<file path="src/hw/rtl/lse_pkg.sv">
// Shared types and constants for the Legendre series evaluator.
// Holds the transaction structs, Q2.30 constants and Bonnet coefficient tables.
// No dependencies; every other file in hw/rtl uses this package.
package lse_pkg;

    localparam int FRAC_W = 30;
    localparam int VAL_W  = 32;
    localparam int DEG_W  = 4;
    localparam int DEG_LIMIT = 15;

    localparam logic signed [VAL_W-1:0] ONE_Q     = 32'sh4000_0000;
    localparam logic signed [VAL_W-1:0] NEG_ONE_Q = -32'sh4000_0000;

    // Input transaction: one sample point.
    typedef struct packed {
        logic signed [VAL_W-1:0] point_value;
        logic                    end_of_batch;
    } point_t;

    // Output transaction: one polynomial value.
    typedef struct packed {
        logic [DEG_W-1:0]        degree;
        logic signed [VAL_W-1:0] poly_value;
        logic                    last_of_point;
        logic                    batch_end;
    } result_t;

    // Per-point side data that travels down the pipeline.
    typedef struct packed {
        logic signed [VAL_W-1:0] x;      // clamped sample point
        logic signed [VAL_W-1:0] t;      // (a_n * x) >>> 30 for the next step
        logic [DEG_W-1:0]        order;  // highest degree to emit
        logic                    eob;    // end-of-batch mark
    } side_t;

    // b_n = (n-1)/n in Q2.30, rounded, for the step that produces P_n.
    function automatic logic signed [VAL_W-1:0] coef_b(input int n);
        logic signed [VAL_W-1:0] b;
        unique case (n)
            2:       b = 32'sd536870912;
            3:       b = 32'sd715827883;
            4:       b = 32'sd805306368;
            5:       b = 32'sd858993459;
            6:       b = 32'sd894784853;
            7:       b = 32'sd920350135;
            8:       b = 32'sd939524096;
            9:       b = 32'sd954437177;
            10:      b = 32'sd966367642;
            11:      b = 32'sd976128931;
            12:      b = 32'sd984263339;
            13:      b = 32'sd991146299;
            14:      b = 32'sd997045979;
            15:      b = 32'sd1002159036;
            default: b = '0;
        endcase
        return b;
    endfunction

    // a_n = (2n-1)/n in Q2.30; rounding makes it exactly b_n + 1.0.
    function automatic logic signed [VAL_W-1:0] coef_a(input int n);
        logic signed [VAL_W-1:0] b;
        b = coef_b(n);
        return (b == '0) ? '0 : b + ONE_Q;
    endfunction

endpackage

</file>
<file path="src/hw/rtl/lse_serial.sv">
// Result serializer: takes a finished point and emits one value per cycle while result_ready is high.
// Ends in an output register so a new point loads while results drain. Depends on lse_pkg.
module lse_serial #(
    parameter int NSTEP = 15
) (
    input  logic                                clk,
    input  logic                                rst_n,
    input  logic                                tail_valid,
    input  lse_pkg::side_t                      tail_side,
    input  logic [(NSTEP+1)*lse_pkg::VAL_W-1:0] tail_vals,
    output logic                                load,
    output logic                                result_valid,
    input  logic                                result_ready,
    output lse_pkg::result_t                    result
);

    localparam int VW    = lse_pkg::VAL_W;
    localparam int IDX_W = (NSTEP + 1 > 1) ? $clog2(NSTEP + 1) : 1;

    logic                              busy_reg;
    logic [IDX_W-1:0]                  cnt_reg;
    logic [IDX_W-1:0]                  order_reg;
    logic                              eob_reg;
    logic signed [VW-1:0]              vals_reg [0:NSTEP];
    logic                              out_valid_reg;
    lse_pkg::result_t                  out_reg;

    logic                              out_free;
    logic                              issue;
    logic                              last_issue;
    lse_pkg::result_t                  out_next;

    // Issue the next value when the output register frees up.
    always_comb
    begin
        out_free   = !out_valid_reg || result_ready;
        issue      = busy_reg && out_free;
        last_issue = issue && (cnt_reg == order_reg);
        load       = tail_valid && (!busy_reg || last_issue);
        out_next.degree        = lse_pkg::DEG_W'(cnt_reg);
        out_next.poly_value    = vals_reg[cnt_reg];
        out_next.last_of_point = (cnt_reg == order_reg);
        out_next.batch_end     = (cnt_reg == order_reg) && eob_reg;
    end

    // Track the point in flight and the output register.
    always_ff @(posedge clk or negedge rst_n)
    begin
        if (!rst_n)
        begin
            busy_reg      <= 1'b0;
            cnt_reg       <= '0;
            out_valid_reg <= 1'b0;
        end
        else
        begin
            if (load)
                busy_reg <= 1'b1;
            else if (last_issue)
                busy_reg <= 1'b0;

            if (load)
                cnt_reg <= '0;
            else if (issue)
                cnt_reg <= cnt_reg + 1'b1;

            if (issue)
                out_valid_reg <= 1'b1;
            else if (result_ready)
                out_valid_reg <= 1'b0;
        end
    end

    // Capture a finished point and the outgoing value.
    always_ff @(posedge clk)
    begin
        if (load)
        begin
            order_reg <= tail_side.order[IDX_W-1:0];
            eob_reg   <= tail_side.eob;
            for (int i = 0; i <= NSTEP; i++)
                vals_reg[i] <= tail_vals[i*VW +: VW];
        end
        if (issue)
            out_reg <= out_next;
    end

    assign result_valid = out_valid_reg;
    assign result       = out_reg;

endmodule

</file>
<file path="config.mk">
export PLATFORM = sky130hd
export DESIGN_NAME = lse_serial
export DESIGN_NICKNAME = d
export VERILOG_FILES = /design/src/hw/rtl/lse_pkg.sv /design/src/hw/rtl/lse_serial.sv
export SDC_FILE = /design/constraint.sdc
export NUM_CORES = 1
export LEC_CHECK = 0
export BUFFER_PORTS_ARGS = -buffer_cell sky130_fd_sc_hd__buf_2
export CORE_AREA = 2 2 242 244
export DETAILED_ROUTE_END_ITERATION = 8
export DIE_AREA = 0 0 244 246
export PLACE_DENSITY = 0.69
export SETUP_SLACK_MARGIN = 0.15
export SLEW_MARGIN = 30
export SYNTH_ARGS = -nofsm -noshare
export SYNTH_HDL_FRONTEND = slang
export SYNTH_SLANG_ARGS = --single-unit
</file>
<file path="constraint.sdc">
create_clock -name clk -period 33.5 [get_ports clk]
set_input_delay 5.025 -clock clk [delete_from_list [all_inputs] [get_ports clk]]
set_output_delay 5.025 -clock clk [all_outputs]
set_load 0.02 [all_outputs]
</file>
Word-level counts from Yosys, hierarchy flattened:

Memories as Yosys holds them, arrays and structs flattened. A register that Yosys moved wholly into a read port is not among the register bits.
Index checks and enable logic that the tools add are counted.

* register bits after elaboration: 17
* RAM bits: 512
* memories kept: 1
* bits of input ports: 585

* eq/ne operators: 1
* add/sub/neg operators: 1
* reductions and logical operators: 11
* multiplexer cells: 8

Memory list
* vals_reg: words 16, bits a word 32, rd ports 1, clocked after Yosys merged registers in 1, wr ports 16, line lse_serial.sv:24 `logic signed [VW-1:0] vals_reg [0:NSTEP];`

Operators by type and width (count)
* 4-bit 2-to-1 mux: 2
* 1-bit 2-to-1 mux: 6
* 2-bit nonzero test: 3
* 4-bit by 1-bit adder with 4-bit output (second input constant): 1
* 4-bit == test: 1
* 1-bit logical AND: 4
* 1-bit logical NOT: 2
* 1-bit logical OR: 2

Logic depth before layout (Yosys ltp):

* depth in word-level cells: 8
* mapped depth: 7

Worst setup path before layout:

OpenSTA, ideal clock, no wires.

* kind: input to output
* start point: input result_ready
* end point: output load
* required time: 28.475 ns
* buffers on the path: 0
* arrival: 17.346 ns
* setup slack: 11.129 ns
* cell stages on the path: 4
* path through: nand2b_1 -> inv_1 -> o21ai_1 -> and2_1

* cells in the longest elaborated chain, start to end: 5

RTL lines
* from (decl): line lse_serial.sv:13 `input logic result_ready,`
* 1-bit logical OR: line lse_serial.sv:36 `out_free = !out_valid_reg || result_ready;`
* 1-bit logical AND: line lse_serial.sv:37 `issue = busy_reg && out_free;`
* 1-bit logical AND: line lse_serial.sv:38 `last_issue = issue && (cnt_reg == order_reg);`
* 1-bit logical OR: line lse_serial.sv:39 `load = tail_valid && (!busy_reg || last_issue);`
* 1-bit logical AND: line lse_serial.sv:39
* to (decl): line lse_serial.sv:11 `output logic load,`

No other way between the ends.

Worst setup path after layout:

Ends and elaborated chain as after synthesis.

==> run_results.csv <==
group,metric,value,unit
floorplan,coreArea,57400,µm²
cts,holdBufCountCts,0,
pwr,switchingPower,0.641,mW
yosys,synth_top_family_by_area,"multiplexers",
worst_hold_path,hold_class,"reg2reg",
cts,cts_buffers,57,
setup_path,worstPathRequired,28.47,ns
sta,finalSetupViolations,0,
drt,postRouteAntennaNets,0,
final_layout,final_cells,2371,
pwr,p_leak,9.94,nW
global_routing,grt_use_total,17.7,%
cts,cts-root-buf,"clkbuf_16",
yosys,synth-seq-cells,561,
floorplan,die_w,244,µm
yosys,synth-xor-area-share,0.290,%
final_layout,final_cell_mix,"buf_2 (560), edfxtp_1 (555), mux2i_1 (65)",
floorplan,die_h,246,µm
yosys,yosysUniqueCellTypes,27,
setup_path,r2r_end,"vals_reg[11][0]",
pwr,p_per_area,80.8,nW/µm²
sta,hold_violations,0,
global_routing,antenna_found_initial,20,
pwr,swShare,29.7,%
yosys,netlist_area,21100,µm²
yosys,synth-seq-area-share,79.5,%
yosys,ys_warn_count,0,
setup_path,worstPathMaxFanout,56,
sta,rsz0062_at_grt,"no",
cts,cts_sinks,561,
yosys,syn-num-nets,1555,
place,globalplace.congestion,0.876,
pwr,power.share.clock,29.8,%
drt,drtIter0Drc,708,
setup_path,crit_path_start,"result_ready",
worst_hold_path,hold_depth,1,
global_routing,grt_max_degree,187,
yosys,synth_mux_area_share,13.3,%
drt,firstDrtPassIters,5,
sta,finalSetupTns,0,ns
final_layout,layout_commonest_cell,"buf_2",
final_layout,layout.nets,2134,
cts,tritoncts,"yes",
floorplan,floorplan.die_area,60000,µm²
floorplan,rows,88,
final_layout,drive_above_1_share,50.1,%
final_layout,n_fill_cell,4849,
setup_path,ff2ff_path_depth,7,
cts,htree_levels,2,
cts,post_cts_buffers,0,
cts,path_clk_slew,0.06,ns
yosys,synthSimpleGateAreaFrac,0.414,%
setup_path,crit_path_start_kind,"input pin",
place,place.detailed.hpwl,39500,µm
worst_hold_path,hp-start,"eob_reg",
yosys,avgSynthCellArea,21.8,µm²
cts,cts-resized-gates,0,
global_routing,grt_overflow,0,
sta,timing.final.max_slew_violations,0,
drt,vias,11787,
sta,timing.final.crit_share,35.1,%
pwr,finalPower,2.16,mW
final_layout,design_area,26800,µm²
global_routing,grt_pass1_vias,12228,
sta,fmaxAchievable,85.1,MHz
setup_path,criticalPathCategory,"in2out",
final_layout,largest_register_ffs,512,
pwr,p_comb_share,27.1,%
job,maxCapViolations,0,
sta,finClkSkew,0.0270,ns
setup_path,r2r_start,"cnt_reg[0]",
place,portBuffers,560,
floorplan,num_io_pins,625,
pwr,p_int,1.52,mW
cts,clk_path_buf_depth,3,
pwr,peakVddDrop,0.0614,mV
final_layout,syn_to_final_growth,26.6,%
setup_path,ff2ff_setup_slack,28.21,ns
drt,vias_per_cell,4.97,
sta,worstMarginPinSlew,0.924,ns
worst_hold_path,hold-path-endpoint,"result[0]",
place,place_inst,2253,
drt,drcViolationCount,0,
floorplan,start_util,36.9,%
setup_path,endpoint_kind,"primary output",
sta,fin_crit,11.75,ns
drt,wire_per_inst,23.3,µm
setup_path,arrival,6.73,ns
cts,clkLatencyLatePin,0.62,ns
global_routing,grt_pass1_wl,77500,µm
sta,max_slew_margin,38.4,%
yosys,syn-instance-count,969,
pwr,seqPwrFrac,43.1,%
yosys,synthAdderAreaFrac,0.0592,%
status,status,"finished, final reports clean",
place,dpl_cell_area,24800,µm²
yosys,synth-compound-area-share,4.85,%
drt,finalWirelength,55200,µm
-- power groups by stage --
stage          sequential [mW]  combinational (mW)  clock (mW)
6_report                 0.931               0.586       0.645
5_1_grt                  0.940               0.629       0.686
4_1_cts                  0.932               0.598       0.661
3_5_place_dp             0.946               0.597           0
3_3_place_gp             0.941               0.579           0
2_1_floorplan            0.979               0.387           0
-- per-layer routing --
layer	share of wire [%]	wire [µm]	track usage, %
met1	40	22000	23.1
met2	50	27600	29.0
met3	7.0	3880	3.91
met4	3.2	1760	7.28
met5	0.040	22	0
-- worst max-delay path: stages --
cell and delay [ns]:
buf_2 0.07, nand2b_1 0.20, inv_1 0.06, o21ai_1 0.32, and2_4 0.71, buf_2 0.29
-- per-stage QoR --
step / setup WS, ns / hold slack, ns / utilization (%)
2_1_floorplan: 11.13 / 0.420 / -
3_3_place_gp: 21.77 / 0.508 / 43.1
3_5_place_dp: 21.75 / 0.515 / 43.2
4_1_cts: 21.74 / 0.530 / 46.5
5_1_grt: 21.56 / 0.569 / 46.7
6_report: 21.75 / 0.538 / 46.7
-- area by class of cell --
cell class                 count  area [µm²]  share of cell area (%)
antenna                       16        40.0                   0.150
clock buffer                  65        1460                    5.44
clock inverter                36         438                    1.64
inverter                       3        13.8                  0.0514
multi-input combinational    350        4030                    15.1
sequential                   561       16800                    62.9
tap                          765         957                    3.58
timing repair buffer         575        3000                    11.2
-- how the worst max path moves through the flow --
stage / endpoint / cells after the start
floorplan: load / 4
global placement: load / 6
detailed placement: load / 6
CTS: load / 6
global route: load / 6
finish: load / 6
-- cell usage after synthesis (all sizes together) --
library cell  instances  area share, %
clkbuf               27           0.48
and2                  2          0.059
a22o                 32            1.3
o21ai                 1          0.024
a21o                 32            1.1
and3                  1          0.030
nand2b                4           0.12
mux2i                65            3.1
nor2                  2          0.036
o22ai                32           0.95
nand2                 2          0.036
dfrtp                 6           0.71
inv                   3          0.053
mux4                 64            6.8
edfxtp              555             79
buf                  28            1.0
nand3                 2          0.047
a21oi                 4          0.095
a221oi               32            1.3
ha                    1          0.059
nor2b                 2          0.059
mux2                 64            3.4
xnor2                 4           0.17
nand4                 1          0.030
xor2                  3           0.12
-- cells by family after synthesis --
| kind of cell | count (synthesis) |
|---|---|
| AO/OA/AOI/OAI | 133 |
| XOR/XNOR | 7 |
| adder cells (fa/ha/maj) | 1 |
| buffers and inverters | 58 |
| flip-flops | 561 |
| multiplexers | 193 |
| AND/OR/NAND/NOR | 16 |
Note: power is estimated with default switching activity, not from simulation.
