**src/hw/rtl/lse_pkg.sv**
```systemverilog
// Shared types and constants for the Legendre series evaluator.
// Holds the transaction structs, Q2.30 constants and Bonnet coefficient tables.
// No dependencies; every other file in hw/rtl uses this package.
package lse_pkg;

    localparam int FRAC_W = 30;
    localparam int VAL_W  = 32;
    localparam int DEG_W  = 4;
    localparam int DEG_LIMIT = 15;

    localparam logic signed [VAL_W-1:0] ONE_Q     = 32'sh4000_0000;
    localparam logic signed [VAL_W-1:0] NEG_ONE_Q = -32'sh4000_0000;

    // Input transaction: one sample point.
    typedef struct packed {
        logic signed [VAL_W-1:0] point_value;
        logic                    end_of_batch;
    } point_t;

    // Output transaction: one polynomial value.
    typedef struct packed {
        logic [DEG_W-1:0]        degree;
        logic signed [VAL_W-1:0] poly_value;
        logic                    last_of_point;
        logic                    batch_end;
    } result_t;

    // Per-point side data that travels down the pipeline.
    typedef struct packed {
        logic signed [VAL_W-1:0] x;      // clamped sample point
        logic signed [VAL_W-1:0] t;      // (a_n * x) >>> 30 for the next step
        logic [DEG_W-1:0]        order;  // highest degree to emit
        logic                    eob;    // end-of-batch mark
    } side_t;

    // b_n = (n-1)/n in Q2.30, rounded, for the step that produces P_n.
    function automatic logic signed [VAL_W-1:0] coef_b(input int n);
        logic signed [VAL_W-1:0] b;
        unique case (n)
            2:       b = 32'sd536870912;
            3:       b = 32'sd715827883;
            4:       b = 32'sd805306368;
            5:       b = 32'sd858993459;
            6:       b = 32'sd894784853;
            7:       b = 32'sd920350135;
            8:       b = 32'sd939524096;
            9:       b = 32'sd954437177;
            10:      b = 32'sd966367642;
            11:      b = 32'sd976128931;
            12:      b = 32'sd984263339;
            13:      b = 32'sd991146299;
            14:      b = 32'sd997045979;
            15:      b = 32'sd1002159036;
            default: b = '0;
        endcase
        return b;
    endfunction

    // a_n = (2n-1)/n in Q2.30; rounding makes it exactly b_n + 1.0.
    function automatic logic signed [VAL_W-1:0] coef_a(input int n);
        logic signed [VAL_W-1:0] b;
        b = coef_b(n);
        return (b == '0) ? '0 : b + ONE_Q;
    endfunction

endpackage

```
**src/hw/rtl/lse_step.sv**
```systemverilog
// One Bonnet recurrence step: produces P_DEG from P_(DEG-1) and P_(DEG-2).
// Two register stages: products, then subtract and saturate. Depends on lse_pkg.
module lse_step #(
    parameter int DEG = 2
) (
    input  logic                               clk,
    input  logic                               rst_n,
    input  logic                               en,
    input  logic                               valid_in,
    input  lse_pkg::side_t                     side_in,
    input  logic [DEG*lse_pkg::VAL_W-1:0]      vals_in,
    output logic                               valid_out,
    output lse_pkg::side_t                     side_out,
    output logic [(DEG+1)*lse_pkg::VAL_W-1:0]  vals_out
);

    localparam int VW = lse_pkg::VAL_W;
    localparam int FW = lse_pkg::FRAC_W;
    localparam logic signed [VW-1:0] COEF_B  = lse_pkg::coef_b(DEG);
    localparam logic signed [VW-1:0] COEF_AN = lse_pkg::coef_a(DEG + 1);

    logic signed [VW-1:0]     cur;
    logic signed [VW-1:0]     prev;
    logic signed [2*VW-1:0]   prod1;
    logic signed [2*VW-1:0]   prod2;
    logic signed [2*VW-1:0]   prod3;
    lse_pkg::side_t           side_a_next;

    logic                     valid_a_reg;
    lse_pkg::side_t           side_a_reg;
    logic [DEG*VW-1:0]        vals_a_reg;
    logic signed [VW:0]       p1_a_reg;
    logic signed [VW-1:0]     p2_a_reg;

    logic signed [VW+1:0]     diff;
    logic signed [VW-1:0]     val_sat;

    logic                     valid_b_reg;
    lse_pkg::side_t           side_b_reg;
    logic [(DEG+1)*VW-1:0]    vals_b_reg;

    // Form the products; the next coefficient term is prepared alongside.
    always_comb
    begin
        cur   = vals_in[(DEG-1)*VW +: VW];
        prev  = vals_in[(DEG-2)*VW +: VW];
        prod1 = side_in.t * cur;
        prod2 = COEF_B * prev;
        prod3 = COEF_AN * side_in.x;
        side_a_next   = side_in;
        side_a_next.t = prod3[FW+VW-1:FW];
    end

    // Subtract and saturate to [-1, +1].
    always_comb
    begin
        diff = (VW+2)'(p1_a_reg) - (VW+2)'(p2_a_reg);
        priority if (diff > (VW+2)'(lse_pkg::ONE_Q))
            val_sat = lse_pkg::ONE_Q;
        else if (diff < (VW+2)'(lse_pkg::NEG_ONE_Q))
            val_sat = lse_pkg::NEG_ONE_Q;
        else
            val_sat = diff[VW-1:0];
    end

    // Advance the valid bits.
    always_ff @(posedge clk or negedge rst_n)
    begin
        if (!rst_n)
        begin
            valid_a_reg <= 1'b0;
            valid_b_reg <= 1'b0;
        end
        else if (en)
        begin
            valid_a_reg <= valid_in;
            valid_b_reg <= valid_a_reg;
        end
    end

    // Hold the payload unless the pipeline advances.
    always_ff @(posedge clk)
    begin
        if (en)
        begin
            side_a_reg <= side_a_next;
            vals_a_reg <= vals_in;
            p1_a_reg   <= prod1[FW+VW:FW];
            p2_a_reg   <= prod2[FW+VW-1:FW];
            side_b_reg <= side_a_reg;
            vals_b_reg <= {val_sat, vals_a_reg};
        end
    end

    assign valid_out = valid_b_reg;
    assign side_out  = side_b_reg;
    assign vals_out  = vals_b_reg;

endmodule

```
**config.mk**
```make
export PLATFORM = sky130hd
export DESIGN_NAME = lse_step
export DESIGN_NICKNAME = d
export VERILOG_FILES = /design/src/hw/rtl/lse_pkg.sv /design/src/hw/rtl/lse_step.sv
export SDC_FILE = /design/constraint.sdc
export NUM_CORES = 2
export LEC_CHECK = 0
export ABC_CLOCK_PERIOD_IN_PS = 3600
export BUFFER_PORTS_ARGS = -buffer_cell sky130_fd_sc_hd__buf_4
export CAP_MARGIN = 20
export CORE_MARGIN = 2
export CORE_UTILIZATION = 52
export DETAILED_ROUTE_END_ITERATION = 10
export PLACE_DENSITY = 0.72
export SLEW_MARGIN = 20
export SYNTH_ARGS = -nofsm -noshare
export SYNTH_HDL_FRONTEND = slang
export SYNTH_SLANG_ARGS = --single-unit
```
**constraint.sdc**
```tcl
create_clock -name clk -period 3.6 [get_ports clk]
set_input_delay 0.72 -clock clk [delete_from_list [all_inputs] [get_ports clk]]
set_output_delay 0.72 -clock clk [all_outputs]
set_load 0.05 [all_outputs]
```
# [Word level (Yosys, flattened, before mapping)]
# Index checks and enable logic that the tools add are counted.
[totals] reg_bits=364 latch_bits=0 mem_bits_rw=0 mem_bits_ro=0 inputBits=137 output_inout_bits=166 word_cells=23 mem_count=0
[op_classes] n_addsub=1 n_mul=2 div_mod_pow=0 order_cmp=2 eq_ne=0 shift=0 mux=1 n_bitwise=0 reduce_logical=1
[op_table] cell="$mul 32x32->63" count=1
[op_table] cell="$mul 32x32->62 const A" count=1
[op_table] cell="$gt 34x32->1 const B" count=1
[op_table] cell="$lt 34x31->1 const B" count=1
[op_table] cell="$sub 33x31->34" count=1
[op_table] cell="$mux 32" count=1
[op_table] cell="$reduce_or 2->1" count=1

# [Longest topological paths before layout]
[depth] word_depth=3 mapped_depth=28 ltp_nobuf=27

# [Least setup slack after synthesis]
# OpenSTA, ideal clock, no wires.
[synth_timing] kind="input-to-reg" start="input side_in[36] (netlist name)" end="register p1_a_reg[32], data pin" t_arrival_ps=7969 t_required_ps=3340 path_slack_ps=-4629 stages=26 path_buffers=1 cell_sequence="clkbuf_1 > nand2_1 > inv_1 > fa_1 > fa_1 > fa_1 > inv_1 > fa_1 > inv_1 > fa_1 > fa_1 > inv_1 > fa_1 > inv_1 > fa_1 > ha_1 > a21o_1 > a21o_1 > a21o_1 > o21bai_1 > a221o_1 > a21oi_1 > o21ai_0 > nor2_1 > o21bai_1 > xnor2_1"
[synth_via] elab_chain_len=1
[synth_rtl] element="start, declared" line_no="lse_step.sv:10" text="input lse_pkg::side_t side_in,"
[synth_rtl] element="$mul 32x32->63" line_no="lse_step.sv:47" text="prod1 = side_in.t * cur;"
[synth_rtl] element="net prod1[62]" line_no="lse_step.sv:24" text="logic signed [2*VW-1:0] prod1;"
[synth_rtl] element="end signal, assigned" line_no="lse_step.sv:88" text="p1_a_reg <= prod1[FW+VW:FW];"
[synth_rtl] element="end, declared" line_no="lse_step.sv:32" text="logic signed [VW:0] p1_a_reg;"
# The timed path passes the listed nets, and every way through them passes these cells.
# A chain may end at the register's enable or synchronous reset.

# [Worst setup path after layout]
[layout_timing] start="input vals_in[39] (netlist name)" end="register p1_a_reg[29], data pin"
[layout_via] elab_chain_len=1
[layout_rtl] element="start, declared" line_no="lse_step.sv:11" text="input logic [DEG*lse_pkg::VAL_W-1:0] vals_in,"
[layout_rtl] element="$mul 32x32->63" line_no="lse_step.sv:47"
[layout_rtl] element="net prod1[59]" line_no="lse_step.sv:24"
# The timed path passes the listed nets, and every way through them passes these cells.

==> reports/qor.csv <==
metric,value,unit
DRC viols,0,
crit path buf inv count,12,
CP Launch Type,primary input,
Die Area,118000,µm²
vias in the first global route,49800,
Seq cells post-synth,333,
most numerous cell on the critical path,fa_1,
Total GRT Usage,29.2,%
largest net degree at the start of global routing,85,
total iterations of the first detailed-routing run,6,
RSZ-0062 raised after global routing,true,
Setup-failing EPs final,95,
Synth area leader,fa_1,
routed vias,43500,
CTS tree,yes,
Setup crit end kind,register,
maximum clock frequency,136,MHz
Top delay family on crit path,adder cells,
min-delay worst type,in2reg,
Worst-Skew Late Latency,0.64,ns
utilization after layout,65.9,%
cts bufs inserted,42,
Starting Density,52.5,%
number of flops mapped to enable cells by yosys,331,
Tightest Pin Transition,0.813,ns
post-placement setup slack,-4.85,ns
maximum clock path buffer count,3,
Die X,344,µm
gpl congestion,0.942,
initial antenna violation count,3,
relative slew slack,45.8,%
minimum clock period,7.37,ns
CORE AREA,114000,µm²
placed insts,8151,
via-per-instance ratio,5.22,
WL/cell,20.0,µm
num rows,124,
failing checks,negative setup slack,
number of flip-flops in the largest register,96,
CP max stage delay,0.60,ns
Worst Clk Skew,0.0450,ns
Most used DFF post-synth,edfxtp_1,
status,"complete, but fails checks",
Root Buffer,clkbuf_16,
synth warn,0,
Layout area overhead,25.5,%
filler cell count,8495,
share of the synthesized area in the top cell type,45.4,%
post-synth net total,7682,
"Req. time, crit path",3.96,ns
post-route setup slack,-3.77,ns
fin crit share,205,%
Worst path slowest cell,fa_2,
mapped cell area,60000,µm²
post-synthesis sequential area ratio,16.6,%
Mapped Cells,5687,
total grt overflow,0,
number of clock sinks,333,
synth top area cells,"fa_1 (45%), edfxtp_1 (17%), ha_1 (10%)",
DP HPWL,139,mm
Total Wirelength,167,mm
Worst EP arrival,7.74,ns
"Slew Viols, Final",0,
# nets final,8773,
Die Ht,344,µm
CP Class,in2reg,
final std cells w/o fill,8323,
proportion of layout cells with a drive suffix above 1,25.0,%
DRT iter0 DRCs,2218,
crit-path max FO,6,
first-pass GRT wire length,265,mm
IO Port Bufs,302,
# H-tree levels,2,
Final ANT Viol Nets,0,
"Reg clk slew, reported paths",0.07,ns
Final Hold Fails,0,
Post-synth ARST share,0.601,%
Top Ports,303,
Hold Worst Slack,0.286,ns
synthesized area per cell,10.6,µm²
max-cap check violation count,0,
Netlist cell types,74,
final timing paths:
| kind | startpoint | slack, ns | endpoint | cells past startpoint |
|---|---|---|---|---|
| worst max-delay path | vals_in[39] | -3.77 | p1_a_reg[29] | 31 |
| worst min-delay path | vals_in[31] | 0.29 | vals_a_reg[31] | 1 |
| worst max register to register | p1_a_reg[0] | -0.54 | vals_out[85] | 16 |
| worst min register to register | vals_a_reg[51] | 0.40 | vals_out[51] | 0 |
| max in group asynchronous | rst_n | 3.06 | valid_a_reg | 2 |
| min in group asynchronous | rst_n | 0.45 | valid_out | 2 |
cell families (layout without fill, tap and decap cells):
family	after synthesis	after routing	share of synthesized area [%]
XOR/XNOR	98	98	1.43
AND/OR/NAND/NOR	1374	1374	11.5
flip-flops	333	333	16.6
adder cells (fa/ha/maj)	1858	1858	55.8
multiplexers	4	4	0.0730
buffers and inverters	1626	2748	10.2
other	0	2	0
AO/OA/AOI/OAI	394	394	4.36
placed cells by master, fill, tap and decap left out, types with 26 or more instances in the layout:
cell type  synthesis  layout
edfxtp_1         331     331
nor2b_1           39      37
inv_2              0      39
buf_6              1      84
o21ai_0           57      32
fa_2               0      56
buf_12             0      49
and2_4             0      28
fa_1            1360    1304
nand3_1           33      31
a21oi_1          118      81
nand2_1          566     552
buf_4              0    1097
xnor2_1           65      54
nor2_1            88      63
xor2_1            33      29
a21o_1            59      59
inv_1           1424    1379
a21oi_2            1      26
ha_1             498     449
clkbuf_16          0      44
ha_4               0      46
and2_1           521     492
synthesized netlist by cell type, drive strengths merged (4+ instances only):
cell type  count
a2111oi        9
a211o         10
a211oi        16
a21boi         5
a21o          59
a21oi        119
a311oi         9
a31oi         14
and2         521
and3          22
and4           5
buf            5
clkbuf       197
edfxtp       331
fa          1360
ha           498
inv         1424
nand2        566
nand2b        19
nand3         33
nand4         19
nor2          88
nor2b         39
nor3          31
nor4           7
o2111ai        4
o211a          6
o211ai        12
o21a          13
o21ai         59
o21bai        17
o22ai          7
o31a           4
or2            7
or4            4
xnor2         65
xor2          33
routing by layer:
metal	routed length, µm	vias up	part of all wire (%)	global-route usage, %
met3	8190	438	4.9	3.58
li1	-	19300	-	-
met2	86900	1316	52	52.6
met5	0	-	0	0
met1	61400	22400	37	34.2
met4	10300	0	6.2	15.0
metrics by stage:
stage | instance area, µm² | setup TNS (ns)
finish | 75300 | -229.28
global route | 75300 | -240.91
CTS | 74400 | -217.99
detailed placement | 71100 | -282.38
global placement | 71100 | -275.63
floorplan | 61200 | -213.88
layout make-up:
cell class	instances	area, µm²	area share (%)
multi-input cells	3728	46200	61.3
well taps	1512	1890	2.51
clock buffers	51	1120	1.48
clock inverters	24	297	0.394
flip-flops and latches	333	9990	13.3
diodes	2	5.00	0.00664
inverters	1424	5370	7.12
repair buffers	1249	10500	13.9
repair_timing:
item,CTS,global route
gates cloned,2,1
pin swaps,167,116
buffers inserted,75,28
resized for setup,279,170
hold endpoints to repair,2,0
hold buffers,1,0
endpoints found under the setup margin,95,96
Power is not shown: default switching activity piles up to over one toggle a cycle in this logic, so the estimate is an artifact.
