===== src/hw/rtl/lse_pkg.sv =====
// Shared types and constants for the Legendre series evaluator.
// Holds the transaction structs, Q2.30 constants and Bonnet coefficient tables.
// No dependencies; every other file in hw/rtl uses this package.
package lse_pkg;

    localparam int FRAC_W = 30;
    localparam int VAL_W  = 32;
    localparam int DEG_W  = 4;
    localparam int DEG_LIMIT = 15;

    localparam logic signed [VAL_W-1:0] ONE_Q     = 32'sh4000_0000;
    localparam logic signed [VAL_W-1:0] NEG_ONE_Q = -32'sh4000_0000;

    // Input transaction: one sample point.
    typedef struct packed {
        logic signed [VAL_W-1:0] point_value;
        logic                    end_of_batch;
    } point_t;

    // Output transaction: one polynomial value.
    typedef struct packed {
        logic [DEG_W-1:0]        degree;
        logic signed [VAL_W-1:0] poly_value;
        logic                    last_of_point;
        logic                    batch_end;
    } result_t;

    // Per-point side data that travels down the pipeline.
    typedef struct packed {
        logic signed [VAL_W-1:0] x;      // clamped sample point
        logic signed [VAL_W-1:0] t;      // (a_n * x) >>> 30 for the next step
        logic [DEG_W-1:0]        order;  // highest degree to emit
        logic                    eob;    // end-of-batch mark
    } side_t;

    // b_n = (n-1)/n in Q2.30, rounded, for the step that produces P_n.
    function automatic logic signed [VAL_W-1:0] coef_b(input int n);
        logic signed [VAL_W-1:0] b;
        unique case (n)
            2:       b = 32'sd536870912;
            3:       b = 32'sd715827883;
            4:       b = 32'sd805306368;
            5:       b = 32'sd858993459;
            6:       b = 32'sd894784853;
            7:       b = 32'sd920350135;
            8:       b = 32'sd939524096;
            9:       b = 32'sd954437177;
            10:      b = 32'sd966367642;
            11:      b = 32'sd976128931;
            12:      b = 32'sd984263339;
            13:      b = 32'sd991146299;
            14:      b = 32'sd997045979;
            15:      b = 32'sd1002159036;
            default: b = '0;
        endcase
        return b;
    endfunction

    // a_n = (2n-1)/n in Q2.30; rounding makes it exactly b_n + 1.0.
    function automatic logic signed [VAL_W-1:0] coef_a(input int n);
        logic signed [VAL_W-1:0] b;
        b = coef_b(n);
        return (b == '0) ? '0 : b + ONE_Q;
    endfunction

endpackage


===== src/hw/rtl/lse_front.sv =====
// Front stage of the Legendre evaluator: clamps x, latches order, seeds the recurrence.
// Produces P_0 and P_1 and the first scaled coefficient term.
// Depends on lse_pkg.
module lse_front #(
    parameter int NSTEP = 15
) (
    input  logic                          clk,
    input  logic                          rst_n,
    input  logic                          en,
    input  logic                          in_valid,
    input  lse_pkg::point_t               point,
    input  logic [lse_pkg::DEG_W-1:0]     max_degree,
    output logic                          valid,
    output lse_pkg::side_t                side,
    output logic [2*lse_pkg::VAL_W-1:0]   vals
);

    localparam logic [lse_pkg::DEG_W-1:0] ORDER_CAP = lse_pkg::DEG_W'(NSTEP);

    logic                                valid_reg;
    lse_pkg::side_t                      side_reg;
    lse_pkg::side_t                      side_next;
    logic signed [lse_pkg::VAL_W-1:0]    xc;
    logic signed [2*lse_pkg::VAL_W-1:0]  prod_t;

    // Clamp the point to [-1, +1] and form the first coefficient term.
    always_comb
    begin
        priority if (point.point_value > lse_pkg::ONE_Q)
            xc = lse_pkg::ONE_Q;
        else if (point.point_value < lse_pkg::NEG_ONE_Q)
            xc = lse_pkg::NEG_ONE_Q;
        else
            xc = point.point_value;
        prod_t = lse_pkg::coef_a(2) * xc;
        side_next.x     = xc;
        side_next.t     = prod_t[lse_pkg::FRAC_W+lse_pkg::VAL_W-1:lse_pkg::FRAC_W];
        side_next.order = (max_degree > ORDER_CAP) ? ORDER_CAP : max_degree;
        side_next.eob   = point.end_of_batch;
    end

    // Advance the valid bit with the enable.
    always_ff @(posedge clk or negedge rst_n)
    begin
        if (!rst_n)
            valid_reg <= 1'b0;
        else if (en)
            valid_reg <= in_valid;
    end

    // Hold the payload unless the pipeline advances.
    always_ff @(posedge clk)
    begin
        if (en)
            side_reg <= side_next;
    end

    assign valid = valid_reg;
    assign side  = side_reg;
    // P_1 sits above P_0.
    assign vals  = {side_reg.x, lse_pkg::ONE_Q};

endmodule


===== config.mk =====
export PLATFORM = sky130hd
export DESIGN_NAME = lse_front
export DESIGN_NICKNAME = d
export VERILOG_FILES = /design/src/hw/rtl/lse_pkg.sv /design/src/hw/rtl/lse_front.sv
export SDC_FILE = /design/constraint.sdc
export NUM_CORES = 1
export LEC_CHECK = 0
export ABC_AREA = 1
export BUFFER_PORTS_ARGS = -buffer_cell sky130_fd_sc_hd__buf_4
export CAP_MARGIN = 20
export CELL_PAD_IN_SITES_DETAIL_PLACEMENT = 1
export CELL_PAD_IN_SITES_GLOBAL_PLACEMENT = 2
export CORE_ASPECT_RATIO = 0.6
export CORE_UTILIZATION = 26
export DETAILED_ROUTE_END_ITERATION = 16
export PLACE_DENSITY_LB_ADDON = 0.1
export SLEW_MARGIN = 5
export SYNTH_ARGS = -nofsm -noshare
export SYNTH_HDL_FRONTEND = slang
export SYNTH_SLANG_ARGS = --single-unit
export TNS_END_PERCENT = 20

===== constraint.sdc =====
create_clock -name clk -period 0.8 [get_ports clk]
set_input_delay 0.16 -clock clk [delete_from_list [all_inputs] [get_ports clk]]
set_output_delay 0.16 -clock clk [all_outputs]
set_load 0.02 [all_outputs]

Word level (Yosys, flattened, before mapping). Cells that the tools add are included.

Word-level logic and storage cells: 11. Bits in registers: 70. Output and inout port bits: 134.

Mux-type cells: 2. $mul: 1. Magnitude comparators: 3.

Operator list (count): 32-bit two-way mux (2); 3-bit by 32-bit multiplier with 33-bit output, first input constant (1); 32-bit > comparator, second input constant (1); 32-bit by 31-bit less-than comparator with 1-bit output, second input constant (1); 4-bit > comparator, second input constant (1).

Logic depth before layout (Yosys ltp). Gate-level depths: netlist (run 1).

Word-level depth: 4. Depth in mapped cells: 19. Depth with buffers taken out: 18.

Worst setup path after synthesis (run 1). OpenSTA, ideal clock, no wires.

Path kind: in2reg. Start: input point[27] (netlist name). End: register side_reg (netlist bit side[34]), data pin. Path slack: -2.043 ns. Data required time: 0.548 ns. Cell stages on the path: 18. Buffers on the path: 1. Data arrival time: 2.591 ns. Cells stage by stage: or2_1 nor3_2 a31oi_2 buf_6 nor2_1 ha_1 ha_1 fa_1 nand3_1 nand3_2 nand2_1 nand2_2 nand2_1 nand2_2 nand2_1 nand2_1 nand2_1 nand2_1.

RTL lines: start: declaration (line lse_front.sv:11) `input lse_pkg::point_t point,`; end signal: assignment (line lse_front.sv:55) `side_reg <= side_next;`; end: declaration (line lse_front.sv:21) `lse_pkg::side_t side_reg;`.

==> results of run 1 <==
## synthesized netlist by cell type
| cell type | instances | area, sq um |
|---|---|---|
| a21o_1 | 1 | 7.510 |
| a21oi_1 | 19 | 95.09 |
| a21oi_2 | 1 | 8.760 |
| a31oi_2 | 1 | 12.51 |
| buf_4 | 64 | 480.5 |
| buf_6 | 3 | 33.78 |
| clkbuf_1 | 4 | 15.01 |
| conb_1 | 2 | 7.510 |
| dfrtp_1 | 1 | 25.02 |
| edfxtp_1 | 69 | 2072 |
| fa_1 | 1 | 20.02 |
| ha_1 | 60 | 750.7 |
| inv_1 | 101 | 379.1 |
| inv_2 | 1 | 3.750 |
| mux2_2 | 1 | 11.26 |
| nand2_1 | 239 | 897.1 |
| nand2_2 | 10 | 62.56 |
| nand3_1 | 24 | 120.1 |
| nand3_2 | 5 | 50.05 |
| nand4_1 | 5 | 31.28 |
| nor2_1 | 83 | 311.6 |
| nor2_2 | 3 | 18.77 |
| nor3_1 | 6 | 30.03 |
| nor3_2 | 1 | 10.01 |
| o21bai_1 | 3 | 22.52 |
| or2_1 | 2 | 12.51 |
| xor2_1 | 15 | 131.4 |
## layout make-up
type	instances	share of cell area
clock inverters	7	0.008108
inverters	102	0.04278
flip-flops and latches	70	0.2343
multi-input cells	512	0.3924
repair buffers	275	0.2582
clock buffers	9	0.02516
well taps	279	0.03900
## power by group
part	total, uW	internal [uW]	switching (uW)
Clock	4150	2420	1730
Sequential	4810	4600	209
Combinational	5970	2730	3240
## routing by layer
metal / vias to the layer above / track usage / routed length [um]
met4: 0 / 0.03862 / 186
met2: 122 / 0.2554 / 8119
li1: 2674 / - / -
met5: - / 0 / 0
met1: 2523 / 0.2742 / 10980
met3: 16 / 0.03119 / 852
## how the worst max path moves through the flow
| stage | from | endpoint | slack [ps] |
|---|---|---|---|
| CTS | point[27] | side[34] | -1940 |
| detailed placement | point[12] | side[34] | -2470 |
| global placement | point[29] | side[34] | -2410 |
| floorplan | point[29] | side[34] | -1810 |
| finish | point[27] | side[28] | -1890 |
| global route | point[27] | side[30] | -2040 |
## logic make-up after synthesis
kind of cell               Yosys count
and+or+nand+nor                    378
buffers and inverters              173
DFF                                 70
adders and majority gates           61
AOI/OAI and AO/OA                   25
xor gates and xnor gates            15
other                                2
muxes                                1
## metrics by stage
step | instance area, sq um | total power, uW | std cells | util | hold slack [ps]
5_1_grt | 8950 | 15690 | 1254 | 0.4245 | 56.58
2_1_floorplan | 5892 | 7733 | 755 | - | -135.6
6_report | 8950 | 14930 | 1254 | 0.4245 | 69.26
3_5_place_dp | 7732 | 10050 | 1221 | 0.3667 | -57.70
3_3_place_gp | 7732 | 9979 | 1221 | 0.3667 | -63.55
4_1_cts | 8438 | 14680 | 1245 | 0.4002 | 55.33
## what timing repair did
action | in CTS | in global routing
hold endpoints to repair | 6 | 0
cloned | 0 | 2
buffers inserted | 2 | 9
pin swaps | 4 | 7
endpoints found under the setup margin | 164 | 164
resized for setup | 74 | 93
hold buffers | 6 | 0
==> flow_summary.yaml, run 1 <==
status:
  status: "finished, violations left"
  violations: "setup timing"
logic_synthesis:
  synth_adder_area_share: 0.1371
  synthXorXnorAreaFrac: 0.02337
  synth_area_sq_mm: 0.005620
  synth_compound_area_frac: 0.02605
  ys_ff_latch: 70
  yosys_warnings: 0
  synth_top_family_by_area: "simple AND/OR/NAND/NOR gates"
  syn_inst: 725
  ys_types: 27
  synth.mux.area_fraction: 0.002004
  post_synth.cell_area_avg_sq_um: 7.752
  synthSimpleGateAreaFrac: 0.2747
  yosysSeqAreaShare: 0.3731
sta:
  finClkSkew_ps: 0
  max_freq_mhz: 371.4
  rsz0062_at_grt: "true"
  maxSlewViolCount: 0
  tns_ps: -91850
  period_share: 3.366
  final_hold_viol_count: 0
  period_minus_slack_ps: 2693
  layout_setup_ws_ps: -1893
  setup_viol: 164
clock_network:
  cts_sinks: 70
  h-tree-depth: 3
  cts_tree: "yes"
  path_clk_slew_ps: 60
  cts_buffer_depth: 2
  clockRootBuffer: "clkbuf_16"
  cts-buffers-inserted: 9
  insertion_delay_ps: 340
cells_and_area:
  diodes: 0
  fillers: 2504
  multi_input_area_sq_mm: 0.003512
  mostFrequentLayoutCells: "buf_4 (225), nand2_1 (213), inv_1 (98)"
  largest_register_ff_count: 69
  layout_commonest_cell: "buf_4"
  area_delta_synth_final_pct: 59.24
  finalNetCount: 1072
  drive_gt1_frac: 0.4400
  seq_area_sq_mm: 0.002097
worst_hold_path:
  min_path_type: "in -> reg"
  holdPathEnd: "valid"
  min_delay_path_depth: 2
  min_from: "in_valid"
routing:
  num_vias: 5335
  routedWlPerCell_um: 16.06
  drt_iter0_drc: 139
  wl_um: 20130
  drtAntennaViolNets: 0
  viasPerCell: 4.254
  route.detailed.drc: 0
  drtPass1Iterations: 4
power_and_ir_drop:
  p_leak_uw: 0.004547
  p_per_area_mw_per_mm2: 1668
  peakVddDrop_mv: 0.9229
place:
  port_buffers: 142
  dp_hpwl_um: 16080
  place_ws_ps: -2472
  gp_congestion: 0.7877
critical_path:
  worstSetupPathType: "in -> reg"
  critical-path-top-delay-family: "simple AND/OR/NAND/NOR gates"
  cpPeakStageDelay_ps: 320
  path_buf_inv: 4
  crit_arrival_ps: 2800
  cp_max_fo: 10
  cp_data_required_time_ps: 900
  worstRegToRegCells: 1
  rr_endpoint: "valid"
  r2r-start: "valid"
  crit_chain: "buf_6, or2_4, nor3_4, a31oi_4, buf_12, buf_6, nor2_4, buf_6, ha_1, ha_4, nand2_1, nor2_4, nand2_4, nand3_4, nand2_2, nand2_4, nand2_1, nand3_1, nand2_1"
  critPathSlowestCell: "ha_4"
  cp.depth: 19
  cp-end-kind: "flip-flop"
  cp-start-kind: "input pin"
  r2r_slack_ps: 30
floorplanning:
  start_util: 0.2666
  dieArea_sq_mm: 0.02223
  core-area_sq_mm: 0.02108
  pin_count: 175
  placement_rows: 41
  die_w_um: 191.8
  die_y_um: 115.9
grt:
  track_usage: 0.1784
  grt_pass1_vias: 5374
  grt_first_pass_wirelength_um: 29770
  grt_max_degree: 30
  antenna_found_initial: 0
  overflow: 0
run:
  maxCapViolCount: 0
(Power assumes the default switching activity.)
==> run 2: changes to the inputs <==
--- a/config.mk
+++ b/config.mk
@@ -13,7 +13,8 @@
 export CORE_ASPECT_RATIO = 0.6
 export CORE_UTILIZATION = 26
 export DETAILED_ROUTE_END_ITERATION = 16
-export PLACE_DENSITY_LB_ADDON = 0.1
+export PLACE_DENSITY = 0.84
+export REMOVE_ABC_BUFFERS = 1
 export SLEW_MARGIN = 5
 export SYNTH_ARGS = -nofsm -noshare
 export SYNTH_HDL_FRONTEND = slang
==> flow_summary.yaml, run 2 (synthesized netlist as in run 1, its figures left out) <==
status:
  status: "finished, violations left"
  violations: "setup timing"
floorplanning:
  core-area_sq_mm: 0.02108
  die_y_um: 115.9
  start_util: 0.2666
  placement_rows: 41
  die_w_um: 191.8
  pin_count: 175
  dieArea_sq_mm: 0.02223
power_and_ir_drop:
  power.internal_uw: 10380
  power_uw: 16200
  peakVddDrop_mv: 0.8543
  seq_power_share: 0.299
  p_per_area_mw_per_mm2: 1622
  p_leak_uw: 0.004885
  switching_share: 0.3594
  switchingPower_uw: 5821
  comb_power_share: 0.439
  clkPwrFrac: 0.261
place:
  port_buffers: 142
  dp_hpwl_um: 14900
  gp_congestion: 0.8604
  dp_cells: 1218
  place_ws_ps: -2536
critical_path:
  path_common_cell: "nand2_2"
  cp-start-kind: "input pin"
  crit_chain: "buf_4, nor2_1, nand4_1, nor2_1, a31oi_4, buf_12, buf_16, nor2_4, buf_4, ha_4, ha_4, buf_4, nand2_2, nor2_4, nand2_2, nand3_2, nand2_2, nand2_4, nand2_2, nand3_1, nand2_1"
  cpPeakStageDelay_ps: 290
  crit_arrival_ps: 2930
  cp_data_required_time_ps: 920
  cp-end-kind: "flip-flop"
  cp_max_fo: 7
  critPathSlowestCell: "ha_4"
  worstSetupPathType: "in -> reg"
clock_network:
  cts-buffers-inserted: 9
  path_clk_slew_ps: 70
  cts_buffer_depth: 2
  cts_sinks: 70
  h-tree-depth: 3
  clockRootBuffer: "clkbuf_16"
  insertion_delay_ps: 350
  cts_tree: "yes"
worst_hold_path:
  min_path_type: "in -> reg"
cells_and_area:
  fillers: 2369
  layout_commonest_cell: "buf_4"
  area_delta_synth_final_pct: 77.63
  mostFrequentLayoutCells: "buf_4 (215), nand2_1 (171), inv_1 (91)"
  finalNetCount: 1102
  diodes: 0
  final_cells: 1284
  drive_gt1_frac: 0.5493
  seq_area_sq_mm: 0.002097
  final_util: 0.4735
  largest_register_ff_count: 69
  multi_input_area_sq_mm: 0.004143
grt:
  grt_first_pass_wirelength_um: 32700
  overflow: 0
  antenna_found_initial: 0
  grt_pass1_vias: 5872
  track_usage: 0.1979
  grt_max_degree: 31
run:
  maxCapViolCount: 0
routing:
  viasPerCell: 4.429
  route.detailed.drc: 0
  drtPass1Iterations: 4
  drt_iter0_drc: 227
  routedWlPerCell_um: 17.99
  wl_um: 23110
  num_vias: 5687
  drtAntennaViolNets: 0
sta:
  period_minus_slack_ps: 2812
  max_freq_mhz: 355.7
  maxSlewViolCount: 0
  finClkSkew_ps: 0
  final_hold_viol_count: 0
  rsz0062_at_grt: "true"
  setup_viol: 164
  period_share: 3.515
  layout_setup_ws_ps: -2012
-- run 2: path summary, 6_finish.rpt --
check                           end      start  slack (ps)  depth (start not counted)
max in group asynchronous     valid      rst_n         590                          2
hold / removal                valid   in_valid          50                          2
setup / recovery           side[28]  point[21]       -2010                         21
setup reg to reg              valid      valid          40                          1
min in group asynchronous     valid      rst_n         130                          2
hold reg to reg               valid      valid         540                          1
-- run 2: routing by layer --
layer / vias to the layer above / share of wire / track usage
met1: 2784 / 0.45 / 0.2613
li1: 2742 / - / -
met4: 0 / 0.018 / 0.05556
met3: 23 / 0.050 / 0.04119
met2: 138 / 0.48 / 0.3276
met5: - / 0 / 0
-- run 2: critical path: cells and delay by family --
family          cells  cell delay (ps)
compound gates      1              140
buf+inv             5              720
fa+ha+maj           2              490
simple gates       13             1390
-- run 2: power groups by stage --
stage	logic [uW]	registers, uW	clock network, uW
after floorplan	1660	5570	0
after CTS	6340	4850	4280
after global placement	4830	4860	0
after global routing	7540	4890	4490
final	7120	4850	4230
after detailed placement	4910	4870	0
-- run 2: layout make-up --
class	instances	area share
Tap cell	279	0.03497
Clock buffer	9	0.02256
Timing Repair Buffer	305	0.2717
Multi-Input combinational cell	512	0.4150
Clock inverter	7	0.007394
Inverter	102	0.03835
Sequential cell	70	0.2101
-- run 2: what timing repair did --
item                                   in CTS  in global routing
setup buffers                              20                 26
pin swaps                                  37                 47
hold buffers                                6                  0
gates cloned                                3                  0
endpoints found under the hold margin       6                  0
resized for setup                         257                116
setup endpoints to repair                 164                164
-- run 2: per-stage QoR --
stage / TNS, ps / hold WS (ps) / instance area [sq um]
final: -103480 / 45.77 / 9983
after floorplan: -90310 / -135.6 / 5204
after global routing: -113360 / 42.54 / 9983
after global placement: -104840 / -64.63 / 7530
after detailed placement: -105510 / -62.94 / 7530
after CTS: -96220 / 42.86 / 9318
